--- config.mk ---
export PLATFORM = sky130hd
export DESIGN_NAME = itdt_dd_stage
export DESIGN_NICKNAME = d
export VERILOG_FILES = /design/src/rtl/core/itdt_pkg.sv /design/src/rtl/core/itdt_dd_stage.sv
export SDC_FILE = /design/constraint.sdc
export NUM_CORES = 1
export LEC_CHECK = 0
export BUFFER_PORTS_ARGS = -buffer_cell sky130_fd_sc_hd__buf_2
export CORE_MARGIN = 1.5
export CORE_UTILIZATION = 35
export CTS_CLUSTER_SIZE = 40
export DETAILED_ROUTE_END_ITERATION = 12
export PLACE_DENSITY_LB_ADDON = 0.2
export SYNTH_ARGS = -nofsm -noshare
export SYNTH_HDL_FRONTEND = slang
export SYNTH_SLANG_ARGS = --single-unit
export TNS_END_PERCENT = 30
--- constraint.sdc ---
create_clock -name clk -period 34.2 [get_ports clk]
set_clock_uncertainty 0.1 [all_clocks]
set_input_delay 6.84 -clock clk [delete_from_list [all_inputs] [get_ports clk]]
set_output_delay 6.84 -clock clk [all_outputs]
set_load 0.02 [all_outputs]
--- src/rtl/core/itdt_pkg.sv ---
// Package for the integer to decimal text converter.
// Shared constants and the glyph function; no dependencies.
package itdt_pkg;
  localparam int unsigned CharBits = 7;
  localparam logic [CharBits-1:0] AsciiZero  = 7'h30;
  localparam logic [CharBits-1:0] AsciiMinus = 7'h2D;
  localparam logic [CharBits-1:0] AsciiAlpha = 7'h37; // 'A' - 10

  function automatic logic [CharBits-1:0] glyph(input logic [3:0] d);
    if (d < 4'd10) return AsciiZero + CharBits'(d);
    return AsciiAlpha + CharBits'(d);
  endfunction
endpackage

--- src/rtl/core/itdt_dd_stage.sv ---
// One pipeline stage of the shift-and-add-3 BCD converter: BITS_PER_STAGE bits.
// Depends on itdt_pkg.
module itdt_dd_stage import itdt_pkg::*; #(
  parameter int VALUE_BITS     = 64,
  parameter int NDIG           = 20,
  parameter int BITS_PER_STAGE = 8
) (
  input  logic                  clk,
  input  logic                  rst,
  input  logic                  adv,
  input  logic                  in_vld,
  input  logic [VALUE_BITS-1:0] in_bin,
  input  logic [4*NDIG-1:0]     in_bcd,
  input  logic [1:0]            in_flags,
  output logic                  out_vld,
  output logic [VALUE_BITS-1:0] out_bin,
  output logic [4*NDIG-1:0]     out_bcd,
  output logic [1:0]            out_flags
);
  logic [VALUE_BITS-1:0] bin_n;
  logic [4*NDIG-1:0]     bcd_n;

  // flags[1]=hex: pure shift, no digit correction
  always_comb begin
    bin_n = in_bin;
    bcd_n = in_bcd;
    for (int s = 0; s < BITS_PER_STAGE; s++) begin
      if (!in_flags[1]) begin
        for (int d = 0; d < NDIG; d++) begin
          if (bcd_n[4*d +: 4] > 4'd4) bcd_n[4*d +: 4] = bcd_n[4*d +: 4] + 4'd3;
        end
      end
      bcd_n = {bcd_n[4*NDIG-2:0], bin_n[VALUE_BITS-1]};
      bin_n = {bin_n[VALUE_BITS-2:0], 1'b0};
    end
  end

  always_ff @(posedge clk) begin
    if (rst) out_vld <= 1'b0;
    else if (adv) out_vld <= in_vld;
    if (adv) begin
      out_bin   <= bin_n;
      out_bcd   <= bcd_n;
      out_flags <= in_flags;
    end
  end
endmodule

Yosys cells after proc, flatten, opt, wreduce, memory -nomap -nowiden
Index checks and enable logic that the tools add are counted.

Register bits: 139. Bits in latches: 0. Memory bits (writable): 0. ROM bits: 0. Input bits: 150. Output and inout bits: 147. Word-level logic and storage cells: 492. Memories: 0.

$add $sub $neg: 160. Multipliers: 0. Divide/modulo/power cells: 0. $lt $le $gt $ge: 160. Eq/ne operators: 0. Shift-type cells: 0. Mux-type cells: 168. Bitwise logic cells: 0. Reduce and logical (&&, ||, !) cells: 0.

Operators by type and width (number): > comparator 4 x 3 -> 1 bit, second input constant (160); two-way mux 79 bit (8); adder 4 x 2 -> 4 bit, second input constant (152); two-way mux 4 bit (152); adder 3 x 2 -> 3 bit, second input constant (8); two-way mux 3 bit (8).

Longest topological paths before layout
Depth after elaboration: 24. Mapped depth: 63.

Worst setup path after synthesis
No wires, ideal clock.

Path kind: input to register. Start point: input port in_flags[1]. End point: register out_bcd[78], data pin. Library setup time: 0.254 ns. Data arrival time: 17.458 ns. Required time: 33.846 ns. Path slack: 16.387 ns. Cell stages on the path: 63. Buffers on the path: 25. Path through: buf_6 buf_6 buf_6 buf_8 buf_6 buf_6 buf_6 buf_2 buf_2 buf_2 buf_2 buf_4 buf_2 buf_2 buf_2 buf_4 buf_4 buf_2 [27 not listed] o2bb2ai_1 nand2_1 xnor2_1 ha_1 o31ai_1 and3_1 a211oi_1 o311ai_1 xor2_1 a21o_1 ha_1 o211ai_2 nand2_1 xnor2_1 ha_1 o21ba_2 mux2i_1 o21a_1.

Longest elaborated chain between the ends: 22. Elaborated cells between the ends (all ways): 92. Those cells by class: add/sub (28); order compare (28); mux (36).

RTL lines: start, declared (RTL line itdt_dd_stage.sv:14) `input logic [1:0] in_flags,`; two-way mux 79 bit (RTL line itdt_dd_stage.sv:28) `if (!in_flags[1]) begin`; adder 4 x 2 -> 4 bit, or another cell as far along (RTL line itdt_dd_stage.sv:30) `if (bcd_n[4*d +: 4] > 4'd4) bcd_n[4*d +: 4] = bcd_n[4*d +: 4] + 4'd3;`; two-way mux 4 bit or two-way mux 3 bit (tied branches) (RTL line itdt_dd_stage.sv:30); two-way mux 79 bit (RTL line itdt_dd_stage.sv:28); adder 4 x 2 -> 4 bit, or another cell as far along (RTL line itdt_dd_stage.sv:30); two-way mux 4 bit or two-way mux 3 bit (tied branches) (RTL line itdt_dd_stage.sv:30); two-way mux 79 bit (RTL line itdt_dd_stage.sv:28); adder 4 x 2 -> 4 bit, or another cell as far along (RTL line itdt_dd_stage.sv:30); [7 not listed]; two-way mux 79 bit (RTL line itdt_dd_stage.sv:28); adder 4 x 2 -> 4 bit, or another cell as far along (RTL line itdt_dd_stage.sv:30); two-way mux 4 bit or two-way mux 3 bit (tied branches) (RTL line itdt_dd_stage.sv:30); two-way mux 79 bit (RTL line itdt_dd_stage.sv:28); > comparator 4 x 3 -> 1 bit or adder 3 x 2 -> 3 bit (tied branches) (RTL line itdt_dd_stage.sv:30); two-way mux 3 bit (RTL line itdt_dd_stage.sv:30); two-way mux 79 bit (*) (RTL line itdt_dd_stage.sv:28); net bcd_n[78] (RTL line itdt_dd_stage.sv:21) `logic [4*NDIG-1:0] bcd_n;`; end signal, assigned (RTL line itdt_dd_stage.sv:43) `out_bcd <= bcd_n;`; end, declared (RTL line itdt_dd_stage.sv:17) `output logic [4*NDIG-1:0] out_bcd,`.

The timed path passes the listed nets; every way through them passes the cells marked *. A chain may end at the register's enable or synchronous reset.

Final worst setup path
Same ends and word-level chain as after synthesis.

==> summary.txt <==
Run status
  • Outcome: finished, final reports clean

Drt
  • Detailed Route WL: between 80 and 90 mm
  • DR WL/cell: between 15 and 20 um
  • Post-DRT Antenna Nets: 0
  • Via count: roughly 29000
  • Vias per std cell: between 5 and 6
  • Drt drc: 0
  • DR pass1 iterations: 6
  • 1st-iter DRT viols: ~2000

CTS
  • Inserted Clock Buffers: 17
  • CTS tree: done
  • CTS clk-pin slew, worst paths: 0.08 ns
  • Root Buffer: clkbuf_16
  • TritonCTS Sinks: 139
  • CTS max path bufs: 2
  • Post-CTS sizing: 0
  • Buffer count from post-CTS setup fixing: 0
  • H-tree depth: 4
  • Clock latency at the later pin of the worst-skew pair: between 0.4 and 0.5 ns
  • CTS hold repair buffers: 0

Pwr
  • Switching part of the total power: between 50% and 60%
  • Leakage power: around 12 nW
  • Psw: 0.866 mW
  • Internal Power: ~0.83 mW
  • Clock power share: a little under an eighth
  • Comb pwr share: roughly 73%
  • Sequential share of power: 15.4%
  • Power per cell area: about 56 mW/mm2
  • Final total power: approximately 1.7 mW
  • VDD IR max: 0.0429 mV

Critical path
  • CP endpoint kind: flop
  • Worst r2r path cells: 2
  • Slowest cell on crit path: buf_4
  • WS Path Type: in2reg
  • R2r startpoint: out_vld
  • Crit path capture: out_bcd[78]
  • Worst-path maximum fanout: about 150
  • Worst setup SP type: primary input
  • CP required: 34.34 ns
  • Worst Setup SP: in_flags[1]
  • CP Data Arrival Time: about 17 ns
  • Most numerous cell on the critical path: ha_1
  • R2R Path End: out_vld
  • CP max stage delay: ~0.58 ns
  • Flop-to-flop setup slack: around 34 ns

Synthesis
  • Syn_area_per_cell: about 7.7 um2
  • Share of the synthesized area in the top cell type: between 10% and 20%
  • Synth cell types: ~140
  • Largest cells by area after synthesis: edfxtp_1 (15%), ha_1 (5.5%), mux2i_1 (5.4%)
  • Mapped Cells: roughly 3600
  • Yosys Warn Count: 0
  • Primary FF master, synth: edfxtp_1
  • Yosys reg bits: between 100 and 150
  • Syn Std Cell Area: about 0.028 mm2
  • Post-synth ARST share: 0%
  • Number of flops mapped to enable cells by yosys: about 140
  • Synth area leader: edfxtp_1
  • Register area share after synthesis: roughly 15%

Global routing
  • Largest net degree at the start of global routing: 146
  • GRT Overall Usage: between 20% and 30%
  • Initial antenna violation count: 12
  • Vias in the first global route: about 26000
  • GRT Residual Overflow: 0
  • First-pass GRT wire length: 138 mm

Timing
  • Max-slew violation count: 0
  • Final TNS setup: 0 ns
  • RSZ-0062 raised after global routing: false
  • Max Clock Freq: between 60 and 70 MHz
  • Final Cycle Share: slightly below 50%
  • Worst Max-Slew Pin Slew: around 0.94 ns
  • Hold Violations, Final: 0
  • Final worst path period need: 16.60 ns
  • Slew HR: roughly 37%
  • # setup viols final: 0

Placement
  • Input/output buffers: 288
  • Routability cong.: between 0.8 and 0.9
  • Detailed placement HPWL: about 65 mm
  • Area after DPL: roughly 0.03 mm2

Cells and area
  • Fin area: 0.0306 mm2
  • Final nets: about 4100
  • Most frequent cells in the layout: nor2_1 (310), buf_2 (286), nand2_1 (248)
  • Share of cells above drive strength 1: between 10% and 20%
  • Area grow syn2layout: 9.18%
  • Most common cell after layout, fill and taps aside: nor2_1

Run
  • Max_cap viols: 0

Die
  • Core area: approximately 0.079 mm2
  • Row Count: ~100
  • Die area: about 0.082 mm2
  • Die Span X: around 290 um
  • IO Count: a little under 300
  • Die Y: 286 um
  • Initial core utilization: a little over a third

Min path
  • HP Class: reg2reg
[metal layers]
layer | routed length (um) | GRT usage, %
met3 | 3540 | 2.19
met4 | 1290 | 4.68
met2 | 37600 | 31.8
met5 | 44 | 0
met1 | 42800 | 29.0
[worst max-delay path, delay by kind of cell]
kind / cells / cell delay (ns)
and+or+nand+nor: 6 / 0.82
adders and majority gates: 7 / 1.63
buffers and inverters: 7 / 2.70
xor gates and xnor gates: 6 / 1.11
muxes: 2 / 0.28
AOI/OAI and AO/OA: 15 / 3.14
[cells in the mapped netlist, types with 28 or more instances]
cell type and count:
a21o_1 61, o211a_1 33, o21bai_1 29, ha_1 124
inv_1 128, xor2_1 32, o211ai_1 74, nor2_1 310
a21oi_1 221, o31a_1 31, mux2i_1 150, a211oi_1 72
buf_2 65, a21boi_0 28, xnor2_1 96, o31ai_1 41
clkbuf_1 61, nand4_1 29, nand2b_1 75, nand2_1 248
or3_1 31, o21a_1 62, o21ai_0 208, a211o_1 33
nand3_1 93, nor2b_1 55, and2_1 74, nor4_1 31
nor3_1 102, o21ai_1 44, mux2_2 78, edfxtp_1 138
and3_1 49, a31oi_1 51, or2_2 39
[how the worst min path moves through the flow]
| stage | cells past startpoint | slack, ns | to | start |
|---|---|---|---|---|
| after global routing | 2 | 0.45 | out_vld | out_vld |
| after CTS | 2 | 0.40 | out_vld | out_vld |
| after detailed placement | 2 | 0.38 | out_vld | out_vld |
| final | 2 | 0.39 | out_vld | out_vld |
| after global placement | 2 | 0.38 | out_vld | out_vld |
| after floorplan | 2 | 0.48 | out_vld | out_vld |
[cell type report]
cell class | count | area [um2]
fill | 8297 | 48500
clock inverter | 15 | 171
inverter | 129 | 492
sequential | 139 | 4160
clock buffer | 17 | 425
tap | 1050 | 1310
multi-input combinational | 3184 | 22500
timing repair buffer | 306 | 1610
antenna | 4 | 10.0
[sequential cells by signal, indices dropped and copies added, names as in the netlist]
name and cells:
out_vld 1, out_bin 56, out_bcd 80, out_flags 2
[through the flow]
stage               utilization (%)  instances  hold slack, ns  setup slack, ns
global route                   38.7       4842           0.447            16.73
global placement               37.9       4808           0.378            17.31
CTS                            38.7       4840           0.398            17.68
finish                         38.7       4844           0.389            17.60
floorplan                         -       3632           0.479            16.39
detailed placement             37.9       4808           0.380            17.17
[power groups by stage]
stage	Sequential [mW]	Clock, mW	Combinational, mW
floorplan	0.315	0	0.920
global placement	0.266	0	1.23
detailed placement	0.265	0	1.23
CTS	0.263	0.207	1.24
global route	0.266	0.212	1.38
finish	0.262	0.200	1.24
[logic make-up after synthesis]
family / Yosys count / synth area share (%)
compound gates: 1427 / 38.1
xor+xnor: 131 / 4.17
fa+ha+maj: 124 / 5.53
buf+inv: 309 / 5.23
flops: 139 / 14.8
mux: 235 / 8.82
other cells: 1 / 0.0134
simple gates: 1259 / 23.3
Note: power is estimated with default switching activity, not from simulation.
